<file path="src/hw/rtl/tfp_pkg.sv">
package tfp_pkg;

  localparam int unsigned FrameLen = 16;
  localparam int unsigned PosW = $clog2(FrameLen);

  localparam logic [7:0] Hdr0 = 8'd87;
  localparam logic [7:0] Hdr1 = 8'd0;
  localparam logic [7:0] Hdr2 = 8'd255;

  localparam logic [PosW-1:0] PosHdr0  = 4'd0;
  localparam logic [PosW-1:0] PosHdr1  = 4'd1;
  localparam logic [PosW-1:0] PosHdr2  = 4'd2;
  localparam logic [PosW-1:0] PosId    = 4'd3;
  localparam logic [PosW-1:0] PosTime0 = 4'd4;
  localparam logic [PosW-1:0] PosTime1 = 4'd5;
  localparam logic [PosW-1:0] PosTime2 = 4'd6;
  localparam logic [PosW-1:0] PosTime3 = 4'd7;
  localparam logic [PosW-1:0] PosDist0 = 4'd8;
  localparam logic [PosW-1:0] PosDist1 = 4'd9;
  localparam logic [PosW-1:0] PosDist2 = 4'd10;
  localparam logic [PosW-1:0] PosStat  = 4'd11;
  localparam logic [PosW-1:0] PosSig0  = 4'd12;
  localparam logic [PosW-1:0] PosSig1  = 4'd13;
  localparam logic [PosW-1:0] PosCsum  = 4'd15;

  typedef enum logic [1:0] {
    OUTCOME_OK    = 2'd0,
    OUTCOME_RANGE = 2'd1,
    OUTCOME_BAD   = 2'd2
  } outcome_t;

endpackage

</file>
<file path="src/hw/rtl/tof_frame_parser.sv">
// result: registered, it appears on the out_ port in the cycle after the checksum byte is accepted
// throughput: one byte per cycle; a byte is refused only while a finished result
// sits in the output register and out_ready is low
// reset (rst_n, synchronous, active low): framing restarts at byte 0, output empty
module tof_frame_parser (
  input  logic        clk,
  input  logic        rst_n,
  input  logic        in_valid,
  output logic        in_ready,
  input  logic [7:0]  in_rx_byte,
  input  logic        in_frame_start,
  output logic        out_valid,
  input  logic        out_ready,
  output logic [1:0]  out_outcome,
  output logic [7:0]  out_sensor_id,
  output logic [31:0] out_sensor_time,
  output logic [23:0] out_distance_value,
  output logic [7:0]  out_sensor_status,
  output logic [15:0] out_signal_strength
);
  import tfp_pkg::*;

  logic [PosW-1:0] byte_position_r, byte_position_nxt;
  logic [7:0]      running_sum_r, running_sum_nxt;
  logic            header_good_r, header_good_nxt;
  logic [7:0]      id_hold_r, id_hold_nxt;
  logic [31:0]     time_hold_r, time_hold_nxt;
  logic [23:0]     distance_hold_r, distance_hold_nxt;
  logic [7:0]      status_hold_r, status_hold_nxt;
  logic [15:0]     signal_hold_r, signal_hold_nxt;

  logic            out_valid_r, out_valid_nxt;
  outcome_t        outcome_r, outcome_nxt;
  logic [7:0]      sensor_id_r, sensor_id_nxt;
  logic [31:0]     sensor_time_r, sensor_time_nxt;
  logic [23:0]     distance_r, distance_nxt;
  logic [7:0]      status_r, status_nxt;
  logic [15:0]     signal_r, signal_nxt;

  logic            in_fire;
  logic [PosW-1:0] pos;
  logic            frame_good;

  assign in_ready = !out_valid_r || out_ready;
  assign in_fire  = in_valid && in_ready;
  assign pos      = in_frame_start ? PosHdr0 : byte_position_r;
  assign frame_good = header_good_r && (running_sum_r == in_rx_byte);

  always_comb begin
    byte_position_nxt = byte_position_r;
    running_sum_nxt   = running_sum_r;
    header_good_nxt   = header_good_r;
    id_hold_nxt       = id_hold_r;
    time_hold_nxt     = time_hold_r;
    distance_hold_nxt = distance_hold_r;
    status_hold_nxt   = status_hold_r;
    signal_hold_nxt   = signal_hold_r;

    out_valid_nxt   = out_valid_r && !out_ready;
    outcome_nxt     = outcome_r;
    sensor_id_nxt   = sensor_id_r;
    sensor_time_nxt = sensor_time_r;
    distance_nxt    = distance_r;
    status_nxt      = status_r;
    signal_nxt      = signal_r;

    if (in_fire) begin
      byte_position_nxt = pos + 1'b1;

      // field capture by frame position
      case (pos)
        PosHdr0:  header_good_nxt = (in_rx_byte == Hdr0);
        PosHdr1:  header_good_nxt = header_good_r && (in_rx_byte == Hdr1);
        PosHdr2:  header_good_nxt = header_good_r && (in_rx_byte == Hdr2);
        PosId:    id_hold_nxt = in_rx_byte;
        PosTime0: time_hold_nxt[7:0]   = in_rx_byte;
        PosTime1: time_hold_nxt[15:8]  = in_rx_byte;
        PosTime2: time_hold_nxt[23:16] = in_rx_byte;
        PosTime3: time_hold_nxt[31:24] = in_rx_byte;
        PosDist0: distance_hold_nxt[7:0]   = in_rx_byte;
        PosDist1: distance_hold_nxt[15:8]  = in_rx_byte;
        PosDist2: distance_hold_nxt[23:16] = in_rx_byte;
        PosStat:  status_hold_nxt = in_rx_byte;
        PosSig0:  signal_hold_nxt[7:0]  = in_rx_byte;
        PosSig1:  signal_hold_nxt[15:8] = in_rx_byte;
        default: ;
      endcase

      if (pos == PosCsum) begin
        out_valid_nxt   = 1'b1;
        outcome_nxt     = OUTCOME_OK;
        sensor_id_nxt   = '0;
        sensor_time_nxt = '0;
        distance_nxt    = '0;
        status_nxt      = '0;
        signal_nxt      = '0;
        if (!frame_good) begin
          outcome_nxt = OUTCOME_BAD;
        end else if (signal_hold_r == '0) begin
          outcome_nxt = OUTCOME_RANGE;
        end else begin
          sensor_id_nxt   = id_hold_r;
          sensor_time_nxt = time_hold_r;
          distance_nxt    = distance_hold_r;
          status_nxt      = status_hold_r;
          signal_nxt      = signal_hold_r;
        end
      end else if (pos == PosHdr0) begin
        running_sum_nxt = in_rx_byte;
      end else begin
        running_sum_nxt = running_sum_r + in_rx_byte;
      end
    end
  end

  always_ff @(posedge clk) begin
    if (!rst_n) begin
      byte_position_r <= '0;
      running_sum_r   <= '0;
      header_good_r   <= 1'b1;
      out_valid_r     <= 1'b0;
    end else begin
      byte_position_r <= byte_position_nxt;
      running_sum_r   <= running_sum_nxt;
      header_good_r   <= header_good_nxt;
      out_valid_r     <= out_valid_nxt;
    end
  end

  // payload registers, always written before use within a frame
  always_ff @(posedge clk) begin
    id_hold_r       <= id_hold_nxt;
    time_hold_r     <= time_hold_nxt;
    distance_hold_r <= distance_hold_nxt;
    status_hold_r   <= status_hold_nxt;
    signal_hold_r   <= signal_hold_nxt;
    outcome_r       <= outcome_nxt;
    sensor_id_r     <= sensor_id_nxt;
    sensor_time_r   <= sensor_time_nxt;
    distance_r      <= distance_nxt;
    status_r        <= status_nxt;
    signal_r        <= signal_nxt;
  end

  assign out_valid           = out_valid_r;
  assign out_outcome         = outcome_r;
  assign out_sensor_id       = sensor_id_r;
  assign out_sensor_time     = sensor_time_r;
  assign out_distance_value  = distance_r;
  assign out_sensor_status   = status_r;
  assign out_signal_strength = signal_r;

endmodule
</file>
<file path="config.mk">
export PLATFORM = sky130hd
export DESIGN_NAME = tof_frame_parser
export DESIGN_NICKNAME = d
export VERILOG_FILES = /design/src/hw/rtl/tfp_pkg.sv /design/src/hw/rtl/tof_frame_parser.sv
export SDC_FILE = /design/constraint.sdc
export NUM_CORES = 1
export LEC_CHECK = 0
export BUFFER_PORTS_ARGS = -buffer_cell sky130_fd_sc_hd__buf_4
export CAP_MARGIN = 0
export CORE_MARGIN = 1.5
export CORE_UTILIZATION = 50
export DETAILED_ROUTE_END_ITERATION = 8
export PLACE_DENSITY = 0.71
export SKIP_LAST_GASP = 1
export SYNTH_ARGS = -nofsm -noshare
export SYNTH_HDL_FRONTEND = slang
export SYNTH_SLANG_ARGS = --single-unit
</file>
<file path="constraint.sdc">
create_clock -name clk -period 6.6 [get_ports clk]
set_clock_uncertainty 0.15 [all_clocks]
set_input_delay 0.66 -clock clk [delete_from_list [all_inputs] [get_ports clk]]
set_output_delay 0.66 -clock clk [all_outputs]
set_load 0.005 [all_outputs]
</file>
==> metrics.cfg, run 1 <==
[run_status]
outcome = complete, no violations

[yosys]
ys_seq_elements = 192
synth_nets = 474
avgSynthCellArea_um2 = 16.0
synth-seq-area-share_pct = 78.4
syn_area_um2 = 7180
synth_area_leaders = edfxtp_1 (74%), and2_1 (7.8%), dfxtp_1 (3.9%), ha_1 (1.9%), nor2_1 (1.5%)
yosysTopAreaCell = edfxtp_1
synthCells = 449
synth_top_area_share_pct = 74.5
synth-main-ff-cell = edfxtp_1
yosysWarningCount = 0
synthArstFlopShare_pct = 0
synth_edf_count = 178
ys_types = 44

[route]
drt_wl_total_um = 13000
first_iter_violations = 205
num_vias = 3908
drtPass1Iterations = 4
wire_per_inst_um = 17.3
drtAntennaViolNets = 0
vias_per_cell = 5.19
drc = 0

[clock_tree]
clock_latency_ns = 0.43
post_cts_buffers = 0
numCtsBuffers = 17
cts.clk_slew.worst_paths_ns = 0.07
clockBufferDepth = 2
cts_root_buf = clkbuf_16
hold_buffers = 0
cts_sinks = 192
cts_tree = yes
htreeDepth = 4
ctsResizeCount = 0

[critical_path]
end_kind = flop
crit_path_start_kind = flop
critPathMaxFanout = 56
critPathTopFamily = simple AND/OR/NAND/NOR gates
worst-path-buf-inv = 1
cp.required_ns = 6.51
cpMaxStageDelayCell = nor2_4
critPathMaxStageDelay_ns = 0.85
cp.arrival_ns = 3.09
path_class = flop to flop
path_cells = nor2b_1, ha_1, nand2_1, nor2_4, buf_4

[sta]
final_hold_viol_count = 0
finalMaxSlewViolations = 0
relSlewSlack_pct = 30.8
rsz0062_at_grt = false
fin_ws_ns = 3.42
period_share_pct = 48.2
setup-violations-final = 0
worst_slew_pin_slew_ns = 1.04
tns_ns = 0
period_minus_slack_ns = 3.18
fmax_mhz = 315

[floorplan]
die_y_um = 123
die-width_um = 123
row_count = 43
die_area_um2 = 15100
ios = 105
start_util_pct = 51.5
coreArea_um2 = 13900

[layout]
drive_above_1_share_pct = 24.8
syn_to_final_growth_pct = 21.4
nets = 585
final_cell_mix = edfxtp_1 (178), buf_4 (106), and2_1 (90)
nFillCells = 1023
register_area_um2 = 5630
diodes = 0
utilization_pct = 62.5
multiInputGateArea_um2 = 1450
stdcell_count = 753
final_common_cell = edfxtp_1

[min_path]
hold_class = flop to flop

[placed_design]
dp_cells = 721
place_congestion = 0.816
post-place-ws_ns = 3.01
hpwl_um = 8030
port_buffers = 104

[global_route]
grt.total_usage_pct = 18.3
grt_start_max_net_pins = 89
overflow = 0
grt_pass1_vias = 3665
grt_pass1_wl_um = 19500
antenna_found_initial = 0

[power]
power.total_mw = 2.39
p_leak_nw = 2.88
cellPowerDensity_nw_per_um2 = 274
vdd_drop_max_v = 0.000198

[flow_run]
max-cap-violations = 0

## final cells by class
cell class | count | area share, %
sequential | 192 | 64.6
multi-input combinational | 234 | 16.7
timing repair buffer | 106 | 9.14
clock buffer | 17 | 4.88
tap | 180 | 2.59
clock inverter | 15 | 1.72
inverter | 9 | 0.388
## worst min-delay path: stages, from the launching register on
cell,delay [ns]
dfxtp_1,0.32
nand2_1,0.06
a21oi_1,0.06
## final timing paths
check | endpoint | from | slack [ns] | cells after the start
max | out_distance_value[18]$_SDFFCE_PP0P_ | byte_position_r[0]$_SDFFE_PN0P_ | 3.42 | 5
min | byte_position_r[1]$_SDFFE_PN0P_ | byte_position_r[1]$_SDFFE_PN0P_ | 0.34 | 2
max reg2reg | out_distance_value[18]$_SDFFCE_PP0P_ | byte_position_r[0]$_SDFFE_PN0P_ | 3.42 | 5
min reg2reg | byte_position_r[1]$_SDFFE_PN0P_ | byte_position_r[1]$_SDFFE_PN0P_ | 0.34 | 2
## state kept, by name, indices dropped and copies added, names as in the netlist
name                 count
out_signal_strength     16
header_good_r            1
byte_position_r          4
out_distance_value      24
status_hold_r            8
out_sensor_time         32
time_hold_r             32
signal_hold_r           16
distance_hold_r         24
out_valid                1
out_outcome              2
running_sum_r            8
out_sensor_status        8
id_hold_r                8
out_sensor_id            8
## routing by layer
metal,wire length (µm),track usage (%)
met1,5800,23.7
met5,0,0
met2,6300,29.3
met4,335,9.45
met3,584,3.95
## cell usage after synthesis, types with 2 or more instances
| master | n |
|---|---|
| a31oi_1 | 5 |
| nand2b_1 | 4 |
| dfxtp_1 | 14 |
| nor4_1 | 5 |
| edfxtp_1 | 178 |
| clkbuf_1 | 8 |
| ha_1 | 11 |
| and2_1 | 90 |
| nand3_1 | 3 |
| nor2_1 | 29 |
| nand4b_1 | 3 |
| xor2_1 | 2 |
| nand3b_1 | 2 |
| nor3_1 | 2 |
| buf_2 | 2 |
| xnor2_1 | 2 |
| nand4_1 | 5 |
| a21oi_1 | 10 |
| a211oi_1 | 5 |
| buf_4 | 2 |
| o21ai_0 | 9 |
| nand2_1 | 23 |
| or3_1 | 3 |
| inv_1 | 8 |
| a311oi_1 | 2 |
| nor2b_1 | 4 |
## where the power goes
group | internal (mW) | leakage (nW) | switching, mW | total [mW]
Combinational | 0.0274 | 1.07 | 0.0495 | 0.0769
Clock | 0.532 | 0.277 | 0.454 | 0.986
Sequential | 1.32 | 1.54 | 0.00438 | 1.33
Total | 1.88 | 2.88 | 0.508 | 2.39
## through the flow
step / cell area, µm² / hold WS [ns]
final: 8710 / 0.339
after CTS: 8710 / 0.322
after floorplan: 7180 / 0.296
after detailed placement: 8130 / 0.334
after global placement: 8130 / 0.320
after global routing: 8710 / 0.340
## logic make-up after synthesis
kind of cell,after synthesis,synth area share (%)
AND/OR/NAND/NOR,179,14.0
flip-flops,192,78.4
XOR/XNOR,4,0.488
buffers and inverters,23,1.46
adder cells (fa/ha/maj),12,2.20
AO/OA/AOI/OAI,39,3.43
(Power assumes the default switching activity.)
==> run 2: changes to the inputs <==
Settings changed: PLACE_DENSITY 0.71 to 0.74.
Clock period 6.6 ns to 2.9 ns, I/O delays scaled along.
==> metrics.cfg, run 2 (synthesized netlist as in run 1, its figures left out) <==
[run_status]
outcome = complete, no violations

[layout]
final_cell_mix = edfxtp_1 (178), buf_4 (110), and2_1 (90)
utilization_pct = 63.0  ; +0.53 points
design_area_um2 = 8780  ; +0.85%
nets = 592  ; +1.2%
multiInputGateArea_um2 = 1450  ; unchanged
register_area_um2 = 5630  ; unchanged
stdcell_count = 759  ; +0.80%
drive_above_1_share_pct = 25.2  ; +0.43 points
final_common_cell = edfxtp_1
nFillCells = 1020  ; -0.29%
diodes = 0  ; unchanged
syn_to_final_growth_pct = 22.4

[floorplan]
coreArea_um2 = 13900  ; unchanged
row_count = 43  ; unchanged
die-width_um = 123  ; unchanged
start_util_pct = 51.5  ; unchanged
ios = 105  ; unchanged
die_y_um = 123  ; unchanged
die_area_um2 = 15100  ; unchanged

[sta]
finalMaxSlewViolations = 0  ; unchanged
fin_ws_ns = 0.516  ; -2.91 ns
tns_ns = 0  ; unchanged
worst_slew_pin_slew_ns = 0.786  ; -0.250 ns
rsz0062_at_grt = false
period_minus_slack_ns = 2.38  ; -0.794 ns
holdWs_ns = 0.0461  ; -0.292 ns
relSlewSlack_pct = 47.4  ; +17 points
period_share_pct = 82.2  ; +34 points
fmax_mhz = 419  ; +33%
final_hold_viol_count = 0  ; unchanged
setup-violations-final = 0  ; unchanged

[clock_tree]
numCtsBuffers = 17  ; unchanged
cts_sinks = 192  ; unchanged
clock_latency_ns = 0.43  ; about the same
htreeDepth = 4  ; unchanged
cts_root_buf = clkbuf_16
clockBufferDepth = 2  ; unchanged
cts.clk_slew.worst_paths_ns = 0.07  ; about the same
post_cts_buffers = 0  ; unchanged
cts_tree = yes
ctsResizeCount = 0  ; unchanged

[global_route]
antenna_found_initial = 0  ; unchanged
grt_pass1_wl_um = 20300  ; +3.9%
grt_start_max_net_pins = 73  ; -18%
grt.total_usage_pct = 19.1  ; +0.81 points
grt_pass1_vias = 3769  ; +2.8%
overflow = 0  ; unchanged

[power]
pwr-share-comb_pct = 3.2  ; about the same
vdd_drop_max_v = 0.000320  ; +62%
clockPowerShare_pct = 41.1  ; about the same
power.total_mw = 5.43  ; +130%
cellPowerDensity_nw_per_um2 = 618  ; +130%
p_sw_share_pct = 20.0  ; -1.3 points
intPower_mw = 4.35  ; +130%
switchingPower_mw = 1.08  ; +110%
p_leak_nw = 2.91  ; +1.2%
power_frac_seq_pct = 55.7  ; +0.2 points

[placed_design]
dpl_cell_area_um2 = 8200  ; +0.86%
port_buffers = 104  ; unchanged
place_congestion = 0.870  ; +6.7%
hpwl_um = 8560  ; +6.6%
dp_cells = 727  ; +0.83%
post-place-ws_ns = 0.470  ; -2.54 ns

[critical_path]
cp.required_ns = 3.11  ; -3.40 ns
end_kind = flop
critPathMaxFanout = 7  ; -88%
worst-path-buf-inv = 1  ; unchanged
critPathTopFamily = simple AND/OR/NAND/NOR gates
cp.depth = 9  ; +4
critPathMaxStageDelay_ns = 0.52  ; -0.33 ns
crit_path_start_kind = flop
cp.arrival_ns = 2.60  ; -0.49 ns
path_cells = nor2b_1, inv_1, ha_1, or4_1, o31ai_1, nand2_1, a21oi_1, nor3_1, o21ai_0
path_class = flop to flop
worstRegToRegCells = 9  ; +4
cpMaxStageDelayCell = or4_1

[route]
drt_wl_total_um = 13600  ; +4.4%
drtAntennaViolNets = 0  ; unchanged
first_iter_violations = 295  ; +44%
drc = 0  ; unchanged
vias_per_cell = 5.25  ; +1.1%
wire_per_inst_um = 17.9  ; +3.6%
drtPass1Iterations = 5  ; +1
num_vias = 3983  ; +1.9%

[flow_run]
max-cap-violations = 0  ; unchanged

[min_path]
hold_class = input port to flop
holdPathStages = 1  ; -1

run 2: path summary, 6_finish.rpt:
path	start	end	slack (ns)
worst max-delay path	byte_position_r[0]$_SDFFE_PN0P_	header_good_r$_SDFFE_PN1P_	0.52
worst min-delay path	in_rx_byte[1]	status_hold_r[1]$_DFFE_PP_	0.05
worst max register to register	byte_position_r[0]$_SDFFE_PN0P_	header_good_r$_SDFFE_PN1P_	0.52
worst min register to register	byte_position_r[1]$_SDFFE_PN0P_	byte_position_r[1]$_SDFFE_PN0P_	0.33
run 2: cell type report:
class | count | share of cell area, %
Timing Repair Buffer | 113 | 9.97
Tap cell | 180 | 2.56
Clock buffer | 19 | 4.93
Multi-Input combinational cell | 234 | 16.6
Clock inverter | 12 | 1.55
Inverter | 9 | 0.385
Sequential cell | 192 | 64.0
run 2: worst reg2reg max path: cells and delay by family (launching register included):
family,cells,cell delay (ns)
buf+inv,1,0.11
flops,1,0.34
compound gates,3,0.46
fa+ha+maj,1,0.29
simple gates,4,0.98
run 2: what timing repair did:
action                                  in CTS  in global routing
endpoints found under the hold margin        1                  0
endpoints found under the setup margin       0                  0
hold buffers                                 1                  0
run 2: power by group through the flow:
stage                     clock [mW]  sequential [mW]  combinational (mW)
final                           2.23             3.02               0.174
after global routing            2.37             3.02               0.195
after CTS                       2.27             3.02               0.174
after detailed placement           0             3.08               0.172
after global placement             0             3.08               0.164
after floorplan                    0             3.08               0.104
run 2: routing by layer:
layer  GRT usage (%)  up-vias  share of wire [%]
met5               0        -                  0
met4            8.87        0                2.1
met3            5.25       28                6.2
met2            30.3      158                 49
met1            24.6     1931                 43
li1                -     1866                  -
